`src/rtl/srp_pkg.sv`:
```
// Shared types and constants for the SQL result row parser.
// No dependencies; srp_out_if and the parser refer to it by scoped names.
package srp_pkg;

    localparam int unsigned COL_INDEX_W = 15;
    localparam int unsigned ROW_INDEX_W = 24;

    localparam logic [7:0] TYPE_ROW_DESC = 8'h54;  // 'T'
    localparam logic [7:0] TYPE_DATA_ROW = 8'h44;  // 'D'
    localparam logic [4:0] ATTR_SKIP     = 5'd18;  // attribute bytes after each name

    typedef enum logic [3:0] {
        PH_EXPECT_T = 4'd0,
        PH_T_LEN    = 4'd1,
        PH_T_CNT    = 4'd2,
        PH_T_NAME   = 4'd3,
        PH_T_SKIP   = 4'd4,
        PH_EXPECT_D = 4'd5,
        PH_D_LEN    = 4'd6,
        PH_D_CNT    = 4'd7,
        PH_V_LEN    = 4'd8,
        PH_V_DATA   = 4'd9,
        PH_ERROR    = 4'd10,
        PH_DONE     = 4'd11
    } phase_t;

    typedef enum logic [2:0] {
        KIND_FRAMING = 3'd0,
        KIND_NAME    = 3'd1,
        KIND_VALUE   = 3'd2,
        KIND_ERROR   = 3'd3,
        KIND_DONE    = 3'd4
    } kind_t;

endpackage

```
`src/rtl/srp_in_if.sv`:
```
// Input byte channel of the SQL result row parser.
// Depends on nothing.
interface srp_in_if;
    logic       valid;
    logic       ready;
    logic [7:0] data_byte;
    logic       restart;

    modport source (output valid, output data_byte, output restart, input ready);
    modport sink   (input valid, input data_byte, input restart, output ready);
endinterface

```
`src/rtl/srp_out_if.sv`:
```
// Tagged byte channel of the SQL result row parser.
// Depends on srp_pkg for the kind type and index widths.
interface srp_out_if;
    logic                              valid;
    logic                              ready;
    logic [7:0]                        byte_value;
    srp_pkg::kind_t                    byte_kind;
    logic [srp_pkg::COL_INDEX_W-1:0]   column_index;
    logic [srp_pkg::ROW_INDEX_W-1:0]   row_index;
    logic                              item_end;
    logic                              value_null;
    logic                              message_end;

    modport source (output valid, output byte_value, output byte_kind, output column_index,
                    output row_index, output item_end, output value_null,
                    output message_end, input ready);
    modport sink   (input valid, input byte_value, input byte_kind, input column_index,
                    input row_index, input item_end, input value_null,
                    input message_end, output ready);
endinterface

```
`src/rtl/srp_cfg_if.sv`:
```
// Configuration write channel of the SQL result row parser (one 1-bit register).
// Depends on nothing.
interface srp_cfg_if;
    logic valid;
    logic ready;
    logic data;

    modport source (output valid, output data, input ready);
    modport sink   (input valid, input data, output ready);
endinterface

```
`src/rtl/sql_result_row_parser.sv`:
```
// SQL result row parser: tags every byte of a query response stream.
// Depends on srp_pkg, srp_in_if, srp_out_if and srp_cfg_if.
//
// Usage
//   rx  : one response byte per item, with restart marking the first type
//         byte of a new response (all parse state is cleared first).
//   tx  : one tagged item per input byte: the byte, its kind (framing, name,
//         value, error, finished), column and row indexes and end markers.
//   cfg : single-bit write of zero_length_is_null (reset 1); always ready.
//         Write only while the parser is idle.
// Timing
//   An item accepted on rx shows on tx in the cycle after. One byte per
//   cycle while tx keeps taking items: the whole per-byte decode sits
//   between the parse state registers and the tx output register.
// Reset
//   rst_n clears the parse state to "expect row description" and empties
//   the output register; the configuration bit returns to 1.
// Stalls
//   While tx holds an item that is not taken, rx.ready drops; a new byte is
//   taken in the same cycle the held item leaves.
module sql_result_row_parser #(
    parameter int unsigned ROW_INDEX_BITS = 24
) (
    input  logic        clk,
    input  logic        rst_n,
    srp_in_if.sink      rx,
    srp_out_if.source   tx,
    srp_cfg_if.sink     cfg
);

    // ---------------------------------------------------------------
    // Registers
    // ---------------------------------------------------------------
    srp_pkg::phase_t             phase_reg, phase_next;
    logic [2:0]                  hdr_reg, hdr_next;
    logic [15:0]                 ftotal_reg, ftotal_next;
    logic [15:0]                 fpos_reg, fpos_next;
    logic [31:0]                 vleft_reg, vleft_next;
    logic [4:0]                  skip_reg, skip_next;
    logic [ROW_INDEX_BITS-1:0]   row_reg, row_next;
    logic                        zlin_reg;

    logic                        out_valid_reg;
    logic [7:0]                  out_byte_reg;
    srp_pkg::kind_t              out_kind_reg, kind_next;
    logic [srp_pkg::COL_INDEX_W-1:0] out_col_reg, col_next;
    logic [srp_pkg::ROW_INDEX_W-1:0] out_row_reg;
    logic                        out_iend_reg, iend_next;
    logic                        out_vnull_reg, vnull_next;
    logic                        out_mend_reg, mend_next;

    logic                        in_acc;

    // state as seen by this byte: a restart clears it first
    srp_pkg::phase_t             eff_phase;
    logic [2:0]                  eff_hdr;
    logic [15:0]                 eff_ftotal;
    logic [15:0]                 eff_fpos;
    logic [31:0]                 eff_vleft;
    logic [4:0]                  eff_skip;
    logic [ROW_INDEX_BITS-1:0]   eff_row;

    logic [2:0]                  hdr_inc;
    logic [15:0]                 fpos_inc;
    logic                        last_item;
    logic                        row_can_inc;
    logic [ROW_INDEX_BITS-1:0]   row_inc;
    logic [15:0]                 ftotal_shift;
    logic [31:0]                 vleft_shift;
    logic [31:0]                 vleft_dec;
    logic [4:0]                  skip_dec;
    logic [7:0]                  b;

    // ---------------------------------------------------------------
    // Handshakes
    // ---------------------------------------------------------------
    assign rx.ready  = !out_valid_reg || tx.ready;
    assign in_acc    = rx.valid && rx.ready;
    assign cfg.ready = 1'b1;

    // ---------------------------------------------------------------
    // Per-byte decode
    // ---------------------------------------------------------------
    always_comb
    begin
        b          = rx.data_byte;
        eff_phase  = rx.restart ? srp_pkg::PH_EXPECT_T : phase_reg;
        eff_hdr    = rx.restart ? 3'd0  : hdr_reg;
        eff_ftotal = rx.restart ? 16'd0 : ftotal_reg;
        eff_fpos   = rx.restart ? 16'd0 : fpos_reg;
        eff_vleft  = rx.restart ? 32'd0 : vleft_reg;
        eff_skip   = rx.restart ? 5'd0  : skip_reg;
        eff_row    = rx.restart ? '0    : row_reg;

        hdr_inc      = eff_hdr + 3'd1;
        fpos_inc     = eff_fpos + 16'd1;
        last_item    = (fpos_inc >= eff_ftotal);
        row_can_inc  = (eff_row != {ROW_INDEX_BITS{1'b1}});
        row_inc      = row_can_inc ? eff_row + 1'b1 : eff_row;
        ftotal_shift = {eff_ftotal[7:0], b};
        vleft_shift  = {eff_vleft[23:0], b};
        vleft_dec    = (eff_vleft != 32'd0) ? eff_vleft - 32'd1 : eff_vleft;
        skip_dec     = (eff_skip != 5'd0) ? eff_skip - 5'd1 : eff_skip;

        phase_next  = eff_phase;
        hdr_next    = eff_hdr;
        ftotal_next = eff_ftotal;
        fpos_next   = eff_fpos;
        vleft_next  = eff_vleft;
        skip_next   = eff_skip;
        row_next    = eff_row;

        kind_next  = srp_pkg::KIND_FRAMING;
        iend_next  = 1'b0;
        vnull_next = 1'b0;
        mend_next  = 1'b0;

        unique case (eff_phase)
            srp_pkg::PH_EXPECT_T:
            begin
                if (b == srp_pkg::TYPE_ROW_DESC)
                begin
                    hdr_next   = 3'd0;
                    phase_next = srp_pkg::PH_T_LEN;
                end
                else
                begin
                    kind_next  = srp_pkg::KIND_ERROR;
                    phase_next = srp_pkg::PH_ERROR;
                end
            end
            srp_pkg::PH_T_LEN, srp_pkg::PH_D_LEN:
            begin
                hdr_next = hdr_inc;
                if (hdr_inc >= 3'd4)
                begin
                    hdr_next    = 3'd0;
                    ftotal_next = 16'd0;
                    phase_next  = (eff_phase == srp_pkg::PH_T_LEN) ? srp_pkg::PH_T_CNT
                                                                   : srp_pkg::PH_D_CNT;
                end
            end
            srp_pkg::PH_T_CNT, srp_pkg::PH_D_CNT:
            begin
                ftotal_next = ftotal_shift;
                hdr_next    = hdr_inc;
                if (hdr_inc >= 3'd2)
                begin
                    hdr_next   = 3'd0;
                    fpos_next  = 16'd0;
                    vleft_next = 32'd0;
                    if (ftotal_shift == 16'd0 || ftotal_shift[15])
                    begin
                        // empty or negative count: message ends here
                        ftotal_next = 16'd0;
                        mend_next   = 1'b1;
                        phase_next  = srp_pkg::PH_EXPECT_D;
                        if (eff_phase == srp_pkg::PH_D_CNT)
                            row_next = row_inc;
                    end
                    else
                    begin
                        phase_next = (eff_phase == srp_pkg::PH_T_CNT) ? srp_pkg::PH_T_NAME
                                                                      : srp_pkg::PH_V_LEN;
                    end
                end
            end
            srp_pkg::PH_T_NAME:
            begin
                if (b == 8'd0)
                begin
                    iend_next  = 1'b1;
                    skip_next  = srp_pkg::ATTR_SKIP;
                    phase_next = srp_pkg::PH_T_SKIP;
                end
                else
                begin
                    kind_next = srp_pkg::KIND_NAME;
                end
            end
            srp_pkg::PH_T_SKIP:
            begin
                skip_next = skip_dec;
                if (skip_dec == 5'd0)
                begin
                    if (last_item)
                    begin
                        fpos_next   = 16'd0;
                        ftotal_next = 16'd0;
                        mend_next   = 1'b1;
                        phase_next  = srp_pkg::PH_EXPECT_D;
                    end
                    else
                    begin
                        fpos_next  = fpos_inc;
                        phase_next = srp_pkg::PH_T_NAME;
                    end
                end
            end
            srp_pkg::PH_EXPECT_D:
            begin
                if (b == srp_pkg::TYPE_DATA_ROW)
                begin
                    hdr_next   = 3'd0;
                    phase_next = srp_pkg::PH_D_LEN;
                end
                else
                begin
                    kind_next  = srp_pkg::KIND_DONE;
                    phase_next = srp_pkg::PH_DONE;
                end
            end
            srp_pkg::PH_V_LEN, srp_pkg::PH_V_DATA:
            begin
                if (eff_phase == srp_pkg::PH_V_LEN)
                begin
                    vleft_next = vleft_shift;
                    hdr_next   = hdr_inc;
                    if (hdr_inc >= 3'd4)
                    begin
                        hdr_next = 3'd0;
                        if (vleft_shift[31])
                        begin
                            iend_next  = 1'b1;
                            vnull_next = 1'b1;
                            vleft_next = 32'd0;
                        end
                        else if (vleft_shift == 32'd0)
                        begin
                            iend_next  = 1'b1;
                            vnull_next = zlin_reg;
                        end
                        else
                        begin
                            phase_next = srp_pkg::PH_V_DATA;
                        end
                    end
                end
                else
                begin
                    kind_next  = srp_pkg::KIND_VALUE;
                    vleft_next = vleft_dec;
                    if (vleft_dec == 32'd0)
                        iend_next = 1'b1;
                end
                // value closed: next column or end of row
                if (iend_next)
                begin
                    if (last_item)
                    begin
                        fpos_next   = 16'd0;
                        ftotal_next = 16'd0;
                        mend_next   = 1'b1;
                        phase_next  = srp_pkg::PH_EXPECT_D;
                        row_next    = row_inc;
                    end
                    else
                    begin
                        fpos_next  = fpos_inc;
                        phase_next = srp_pkg::PH_V_LEN;
                    end
                end
            end
            srp_pkg::PH_DONE:
            begin
                kind_next = srp_pkg::KIND_DONE;
            end
            default:
            begin
                kind_next  = srp_pkg::KIND_ERROR;
                phase_next = srp_pkg::PH_ERROR;
            end
        endcase

        // error and finished bytes carry column 0
        if (kind_next == srp_pkg::KIND_ERROR || kind_next == srp_pkg::KIND_DONE)
            col_next = '0;
        else
            col_next = eff_fpos[srp_pkg::COL_INDEX_W-1:0];
    end

    // ---------------------------------------------------------------
    // Parse state
    // ---------------------------------------------------------------
    always_ff @(posedge clk or negedge rst_n)
    begin
        if (!rst_n)
        begin
            phase_reg  <= srp_pkg::PH_EXPECT_T;
            hdr_reg    <= 3'd0;
            ftotal_reg <= 16'd0;
            fpos_reg   <= 16'd0;
            vleft_reg  <= 32'd0;
            skip_reg   <= 5'd0;
            row_reg    <= '0;
        end
        else if (in_acc)
        begin
            phase_reg  <= phase_next;
            hdr_reg    <= hdr_next;
            ftotal_reg <= ftotal_next;
            fpos_reg   <= fpos_next;
            vleft_reg  <= vleft_next;
            skip_reg   <= skip_next;
            row_reg    <= row_next;
        end
    end

    // configuration bit
    always_ff @(posedge clk or negedge rst_n)
    begin
        if (!rst_n)
            zlin_reg <= 1'b1;
        else if (cfg.valid && cfg.ready)
            zlin_reg <= cfg.data;
    end

    // ---------------------------------------------------------------
    // Output register
    // ---------------------------------------------------------------
    always_ff @(posedge clk or negedge rst_n)
    begin
        if (!rst_n)
            out_valid_reg <= 1'b0;
        else if (rx.ready)
            out_valid_reg <= rx.valid;
    end

    always_ff @(posedge clk)
    begin
        if (in_acc)
        begin
            out_byte_reg  <= b;
            out_kind_reg  <= kind_next;
            out_col_reg   <= col_next;
            out_row_reg   <= srp_pkg::ROW_INDEX_W'(eff_row);
            out_iend_reg  <= iend_next;
            out_vnull_reg <= vnull_next;
            out_mend_reg  <= mend_next;
        end
    end

    assign tx.valid        = out_valid_reg;
    assign tx.byte_value   = out_byte_reg;
    assign tx.byte_kind    = out_kind_reg;
    assign tx.column_index = out_col_reg;
    assign tx.row_index    = out_row_reg;
    assign tx.item_end     = out_iend_reg;
    assign tx.value_null   = out_vnull_reg;
    assign tx.message_end  = out_mend_reg;

`ifndef ASSERT_OFF
    // a message end always leaves the parser waiting for the next type byte
    a_mend_to_expect_d: assert property (@(posedge clk) disable iff (!rst_n)
        (in_acc && mend_next) |=> (phase_reg == srp_pkg::PH_EXPECT_D))
        else $error("message end did not return to expect data row");

    // the attribute skip counter is never empty while skipping
    a_skip_nonzero: assert property (@(posedge clk) disable iff (!rst_n)
        (phase_reg == srp_pkg::PH_T_SKIP) |-> (skip_reg != 5'd0))
        else $error("skip phase with empty counter");

    // row counter only grows between restarts
    a_row_monotonic: assert property (@(posedge clk) disable iff (!rst_n)
        (in_acc && !rx.restart) |=> (row_reg >= $past(row_reg)))
        else $error("row counter went backwards");

    // null flag only on the last byte of an item
    a_null_needs_end: assert property (@(posedge clk) disable iff (!rst_n)
        (out_valid_reg && out_vnull_reg) |-> out_iend_reg)
        else $error("value_null without item_end");

    // error and finished items carry column 0
    a_col_zero: assert property (@(posedge clk) disable iff (!rst_n)
        (out_valid_reg && (out_kind_reg == srp_pkg::KIND_ERROR ||
                           out_kind_reg == srp_pkg::KIND_DONE)) |-> (out_col_reg == '0))
        else $error("non-zero column on error or finished item");
`endif

endmodule
```
`src/flat_wrapper.sv`:
```
// flat-port wrapper written by rule: the top's interface ports become plain ports
module sql_result_row_parser_flat 
#(
    parameter int unsigned ROW_INDEX_BITS = 24
)
  (clk, rst_n, rx_valid, rx_data_byte, rx_restart, rx_ready, tx_valid, tx_byte_value, tx_byte_kind, tx_column_index, tx_row_index, tx_item_end, tx_value_null, tx_message_end, tx_ready, cfg_valid, cfg_data, cfg_ready);
  srp_in_if rx_i ();
  srp_out_if tx_i ();
  srp_cfg_if cfg_i ();
  input  logic clk;
  input  logic rst_n;
  input wire logic [$bits(rx_i.valid)-1:0] rx_valid;
  input wire logic [$bits(rx_i.data_byte)-1:0] rx_data_byte;
  input wire logic [$bits(rx_i.restart)-1:0] rx_restart;
  output wire logic [$bits(rx_i.ready)-1:0] rx_ready;
  output wire logic [$bits(tx_i.valid)-1:0] tx_valid;
  output wire logic [$bits(tx_i.byte_value)-1:0] tx_byte_value;
  output wire logic [$bits(tx_i.byte_kind)-1:0] tx_byte_kind;
  output wire logic [$bits(tx_i.column_index)-1:0] tx_column_index;
  output wire logic [$bits(tx_i.row_index)-1:0] tx_row_index;
  output wire logic [$bits(tx_i.item_end)-1:0] tx_item_end;
  output wire logic [$bits(tx_i.value_null)-1:0] tx_value_null;
  output wire logic [$bits(tx_i.message_end)-1:0] tx_message_end;
  input wire logic [$bits(tx_i.ready)-1:0] tx_ready;
  input wire logic [$bits(cfg_i.valid)-1:0] cfg_valid;
  input wire logic [$bits(cfg_i.data)-1:0] cfg_data;
  output wire logic [$bits(cfg_i.ready)-1:0] cfg_ready;
  assign rx_i.valid = rx_valid;
  assign rx_i.data_byte = rx_data_byte;
  assign rx_i.restart = rx_restart;
  assign rx_ready = rx_i.ready;
  assign tx_valid = tx_i.valid;
  assign tx_byte_value = tx_i.byte_value;
  assign tx_byte_kind = tx_i.byte_kind;
  assign tx_column_index = tx_i.column_index;
  assign tx_row_index = tx_i.row_index;
  assign tx_item_end = tx_i.item_end;
  assign tx_value_null = tx_i.value_null;
  assign tx_message_end = tx_i.message_end;
  assign tx_i.ready = tx_ready;
  assign cfg_i.valid = cfg_valid;
  assign cfg_i.data = cfg_data;
  assign cfg_ready = cfg_i.ready;
  sql_result_row_parser #(.ROW_INDEX_BITS(ROW_INDEX_BITS)) u_core (.clk(clk), .rst_n(rst_n), .rx(rx_i), .tx(tx_i), .cfg(cfg_i));
endmodule
```
`config.mk`:
```
export PLATFORM = sky130hd
export DESIGN_NAME = sql_result_row_parser_flat
export DESIGN_NICKNAME = d
export VERILOG_FILES = /design/src/rtl/srp_pkg.sv /design/src/rtl/srp_in_if.sv /design/src/rtl/srp_out_if.sv /design/src/rtl/srp_cfg_if.sv /design/src/rtl/sql_result_row_parser.sv /design/src/flat_wrapper.sv
export SDC_FILE = /design/constraint.sdc
export NUM_CORES = 1
export LEC_CHECK = 0
export BUFFER_PORTS_ARGS = -buffer_cell sky130_fd_sc_hd__clkbuf_2
export CAP_MARGIN = 30
export CORE_AREA = 2 2 150 152
export DETAILED_ROUTE_END_ITERATION = 8
export DIE_AREA = 0 0 152 154
export PLACE_DENSITY = 0.66
export SYNTH_ARGS = -nofsm -noshare
export SYNTH_HDL_FRONTEND = slang
export SYNTH_SLANG_ARGS = --single-unit
```
`constraint.sdc`:
```
create_clock -name clk -period 4.84 [get_ports clk]
set_input_delay 1.21 -clock clk [delete_from_list [all_inputs] [get_ports clk]]
set_output_delay 1.21 -clock clk [all_outputs]
set_load 0.05 [all_outputs]
```
==> metrics.cfg, run 1 <==
[worst_setup_path]
cp_num_buf_inv=6
cp_slowest_cell=or3b_1
crit_type=in -> reg
cp_data_required_time_ns=5.16
crit_top_cell=buf_4
endpoint_kind=flip-flop
arrival_ns=4.92
crit_chain=buf_4, clkinv_1, buf_4, nand2_1, ha_1, or3b_1, o21ai_4, buf_4, nand2_1, a32oi_1, o2111ai_1, nand4bb_4, buf_4, o31a_1, buf_4, o31ai_2, o21ai_0, a21o_1
crit_fanout=6
max_stage_delay_ns=0.46
setup.reg_to_reg.worst_slack_ns=0.65
startpoint_type=input port
path_delay_family=compound AO/OA/AOI/OAI gates

[layout]
design_area_um2=12700
antenna_cells=0
fin_nets=1434
final_layout_size_suffix_gt1_share_pct=19.7
area_growth_syn_to_layout_pct=19.0
final_core_util_pct=58.5
fill_cells=1991
largest_reg_flops=32

[timing]
fmax_ghz=0.218
setup_ws_ns=0.246
worst_pin_slew_ns=0.953
finalClockSkew_ns=0.0149
period_share_pct=94.9
maxSlewViolCount=0
finalSetupTns_ns=0
rsz0062_at_grt=false
relSlewSlack_pct=36.2
min_period_ns=4.59
setup_viol=0
finalHoldViolations=0

[clock_tree]
cts_sinks=155
cts_tree=done
worstSkewPairLatency_ns=0.44
cts-htree-levels=4
cts.path.max_buffers=2
clk_pin_slew_ns=0.07
cts_buffers=17
cts_root_buf=clkbuf_16

[detailed_routing]
wl_per_cell_um=21.4
detail-route-antenna-nets=0
via_count=11000
drt_iter0_markers=1008
wirelength_um=36100
drtPass1Iterations=5
drcViolationCount=0
vias_per_cell=6.48

[logic_synthesis]
ys.flop_type=dfrtp_1
synth_top_area_share_pct=23.7
synth_edf_count=53
synth-seq-cells=155
synth_seq_area_share_pct=38.9
synth_cell_types=86
postSynthAreaPerCell_um2=8.40
synth_area_um2=10700
yosysTopAreaCell=dfrtp_1
async_reset_ff_share_pct=65.8
synth_most_common_cell=nand2_1
syn_inst=1270
ys_warn_count=0
ys_top_cells_by_count=nand2_1 (148), nor2_1 (120), dfrtp_1 (101)
synth.area.top_cells=dfrtp_1 (24%), edfxtp_1 (15%), nand2_1 (5.2%), a21oi_1 (4.4%), nor2_1 (4.2%)
syn-num-nets=1308

[global_routing]
gr-total-overflow=0
grt_pass1_vias=10300
grt_pass1_wl_um=57600
grt_start_max_net_pins=64
antenna_found_initial=0
grt_usage_pct=30.7

[power]
seqPwrFrac_pct=32.4
sw_frac_of_total_pct=39.1
total_power_mw=4.75
combPwrFrac_pct=39.4
peakVddDrop_mv=0.271
switchingPower_mw=1.86
internal_power_mw=2.89
clockPowerShare_pct=28.2
power.leakage_nw=5.28
power_density_nw_per_um2=375

[floorplanning]
die_x_um=152
die-area_um2=23400
num_rows=54
ioPinCount=71
die_h_um=154
core-area_um2=21700
initial_core_util_pct=49.2

[placement]
io_buffers=69
placed_area_um2=12100
preCtsSetupSlack_ns=-0.167
place_congestion=0.967
hpwl_um=25700

[job]
max_cap_viol_count=0

[min_path]
hold_path_class=reg -> reg

[status]
status=finished, final reports clean

## routing by layer
layer	vias up	GRT usage (%)	part of all wire, %
met2	555	48.8	46
met4	0	10.6	2.3
met5	-	0	0
met1	5269	43.1	44
li1	5051	-	-
met3	78	4.71	7.6
## worst paths after layout
path                                           start                   end  depth (start not counted)
worst min register to register     u_core.hdr_reg[2]     u_core.hdr_reg[2]                          1
min in group asynchronous                      rst_n  u_core.vleft_reg[21]                          1
worst min-delay path               u_core.hdr_reg[2]     u_core.hdr_reg[2]                          1
worst max register to register  u_core.vleft_reg[24]     u_core.row_reg[0]                         13
worst max-delay path                      rx_restart     u_core.row_reg[0]                         18
max in group asynchronous                      rst_n       u_core.zlin_reg                          2
## repair_timing
| item | CTS | global route |
|---|---|---|
| hold buffers | 0 | 0 |
| setup buffers | 0 | 0 |
| setup endpoints to repair | 0 | 6 |
| gates resized for setup | 0 | 3 |
## power by group through the flow
stage | Combinational [mW] | Sequential, mW | Clock [mW]
after floorplan | 1.11 | 1.59 | 0
after global placement | 1.81 | 1.56 | 0
after detailed placement | 1.82 | 1.56 | 0
after CTS | 1.83 | 1.54 | 1.35
after global routing | 2.01 | 1.55 | 1.40
final | 1.88 | 1.54 | 1.34
## cell type report
class / instances / area, um2 / share of cell area, %
inverter: 24 / 91.3 / 0.720
tap: 280 / 350 / 2.76
multi-input combinational: 1003 / 6200 / 48.9
clock buffer: 19 / 433 / 3.41
clock inverter: 13 / 134 / 1.06
timing repair buffer: 195 / 1330 / 10.5
sequential: 155 / 4150 / 32.7
## cell families after synthesis
group | count (synthesis) | synth area share, %
AND/OR/NAND/NOR | 553 | 26.8
AO/OA/AOI/OAI | 401 | 25.4
flip-flops | 155 | 38.9
buffers and inverters | 112 | 4.12
adder cells (fa/ha/maj) | 23 | 2.70
XOR/XNOR | 21 | 1.72
multiplexers | 4 | 0.387
other | 1 | 0.0352
## cells in the final DEF (no fill, tap or decap), types with 6 or more instances in the layout
master,count
a31oi_1,34
a22oi_1,6
edfxtp_1,53
o31a_1,6
nand3_1,40
and3_1,22
nor2_1,117
ha_1,22
o211ai_1,7
clkbuf_2,67
a22o_1,19
o21ai_1,11
nor4_1,18
o31ai_1,19
nand2_1,146
nand2b_1,13
dfrtp_1,101
clkbuf_16,17
a21oi_1,93
o311ai_1,13
nand3b_1,6
or2_2,7
o22ai_1,9
xnor2_1,14
and2_1,9
o21ai_0,75
a221o_1,7
inv_1,22
xor2_1,7
a21o_1,19
nor3_1,48
or3_1,12
o22a_1,9
nand4_1,19
or4_1,19
buf_4,125
nor2b_1,37
## stage by stage
step	hold slack [ns]	std cells
after global routing	0.531	1689
after detailed placement	0.471	1657
after global placement	0.462	1657
final	0.487	1689
after CTS	0.485	1689
after floorplan	0.444	1270
Note: power is estimated with default switching activity, not from simulation.
==> run 2: changes to the inputs <==
--- a/config.mk
+++ b/config.mk
@@ -5,12 +5,12 @@
 export SDC_FILE = /design/constraint.sdc
 export NUM_CORES = 1
 export LEC_CHECK = 0
-export BUFFER_PORTS_ARGS = -buffer_cell sky130_fd_sc_hd__clkbuf_2
 export CAP_MARGIN = 30
 export CORE_AREA = 2 2 150 152
 export DETAILED_ROUTE_END_ITERATION = 8
 export DIE_AREA = 0 0 152 154
-export PLACE_DENSITY = 0.66
+export DONT_BUFFER_PORTS = 1
+export PLACE_DENSITY = 0.63
 export SYNTH_ARGS = -nofsm -noshare
 export SYNTH_HDL_FRONTEND = slang
 export SYNTH_SLANG_ARGS = --single-unit
==> run 2 against run 1 <==
  * Clock power barely moved
  * Core utilization fell by 3.6 points
  * Worst hold slack got worse by 0.028 ns
  * Critical endpoint is now u_core.ftotal_reg[4]
  * Largest power group is now registers
==> metrics.cfg, run 2 (synthesis results as in run 1) <==
[status]
status=finished, final reports clean

[detailed_routing]
detail-route-antenna-nets=0
via_count=10400
drcViolationCount=0
wl_per_cell_um=21.8
drtPass1Iterations=5
drt_iter0_markers=1092
wirelength_um=34200
vias_per_cell=6.62

[worst_setup_path]
r2r_cells=13
path_delay_family=simple AND/OR/NAND/NOR gates
crit_chain=clkinv_1, nand2_1, inv_1, ha_4, and3_4, nand3_4, nor2_4, and3_1, and3_4, nand3_2, xor2_1, nor2_1, ha_1, nand4_1, nor4_2, a21oi_2, buf_4, o21ai_0, o211ai_1, o21a_1, a22o_1
max_stage_delay_ns=0.34
reg2reg_to=u_core.ftotal_reg[4]
cp_data_required_time_ns=5.17
crit_fanout=140
arrival_ns=4.90
startpoint_type=input port
crit_type=in -> reg
endpoint_kind=flip-flop
reg2reg_from=u_core.vleft_reg[4]
setup.reg_to_reg.worst_slack_ns=0.72
cp_slowest_cell=o21a_1
crit_top_cell=and3_4
cp_num_buf_inv=3

[clock_tree]
hold_buffers=0
post_cts_buffers=0
worstSkewPairLatency_ns=0.44
cts_root_buf=clkbuf_16
cts_sinks=155
cts.path.max_buffers=2
cts_tree=done
cts_resized=0
cts_buffers=17
clk_pin_slew_ns=0.07
cts-htree-levels=4

[min_path]
hold_path_class=in -> async

[floorplanning]
die_h_um=154
core-area_um2=21700
die_x_um=152
initial_core_util_pct=49.2
ioPinCount=71
die-area_um2=23400
num_rows=54

[placement]
hpwl_um=23700
placed_area_um2=11300
preCtsSetupSlack_ns=-0.00661
placed_cells=1538
place_congestion=0.974
io_buffers=0

[layout]
fin_cells=1570
area_growth_syn_to_layout_pct=11.6
design_area_um2=11900
layout_common_cells=nand2_1 (146), nor2_1 (117), dfrtp_1 (101), a21oi_1 (93)
fill_cells=1977
antenna_cells=0
largest_reg_flops=32
final_common_cell=nand2_1
final_layout_size_suffix_gt1_share_pct=12.4
final_core_util_pct=54.9
fin_nets=1315

[timing]
fmax_ghz=0.219
period_share_pct=94.5
finalClockSkew_ns=0.00963
worst_pin_slew_ns=0.856
setup_viol=0
min_period_ns=4.57
finalHoldViolations=0
relSlewSlack_pct=42.7
rsz0062_at_grt=false
maxSlewViolCount=0
setup_ws_ns=0.266

[power]
peakVddDrop_mv=0.317
power_density_nw_per_um2=382
total_power_mw=4.55
power.leakage_nw=4.73

[job]
max_cap_viol_count=0

[global_routing]
grt_start_max_net_pins=141
grt_usage_pct=29.1
grt.busiest_layer=met2
met3_usage_pct=5.38
met1_usage_pct=41.2
gr-total-overflow=0
antenna_found_initial=0
met2_usage_pct=45.3
grt_pass1_wl_um=54900
grt_pass1_vias=9919

run 2: worst max path at each step:
stage / slack [ns] / from / to / cells past startpoint
2_1_floorplan: -0.80 / rx_restart / u_core.row_reg[14] / 27
3_3_place_gp: 0.09 / rx_restart / u_core.row_reg[22] / 22
3_5_place_dp: -0.007 / rx_restart / u_core.row_reg[22] / 22
4_1_cts: 0.46 / rx_restart / u_core.row_reg[22] / 22
5_1_grt: 0.10 / rx_restart / u_core.ftotal_reg[2] / 21
6_report: 0.27 / rx_restart / u_core.ftotal_reg[4] / 21
run 2: per-stage QoR:
step                TNS [ns]  hold slack, ns
finish                     0           0.459
global route               0           0.445
CTS                        0           0.452
detailed placement  -0.00661           0.466
global placement           0           0.463
floorplan             -35.23           0.444
run 2: area by class of cell:
cell class / instances / area [um2] / area share, %
Sequential cell: 155 / 4150 / 34.8
Tap cell: 280 / 350 / 2.94
Clock buffer: 17 / 425 / 3.58
Multi-Input combinational cell: 1003 / 6180 / 52.0
Clock inverter: 15 / 131 / 1.10
Timing Repair Buffer: 76 / 571 / 4.80
Inverter: 24 / 91.3 / 0.768
run 2: where the power goes:
group | total (mW) | switching (mW) | leakage, nW | internal [mW]
Combinational | 1.59 | 0.963 | 2.54 | 0.630
Clock | 1.31 | 0.635 | 0.272 | 0.677
Sequential | 1.64 | 0.201 | 1.92 | 1.44
Total | 4.55 | 1.80 | 4.73 | 2.75
run 2: layer usage:
metal  wire length [um]  part of all wire, %
met1              15400                   45
met2              15500                   45
met3               2550                  7.5
met4                773                  2.3
met5                  0                    0
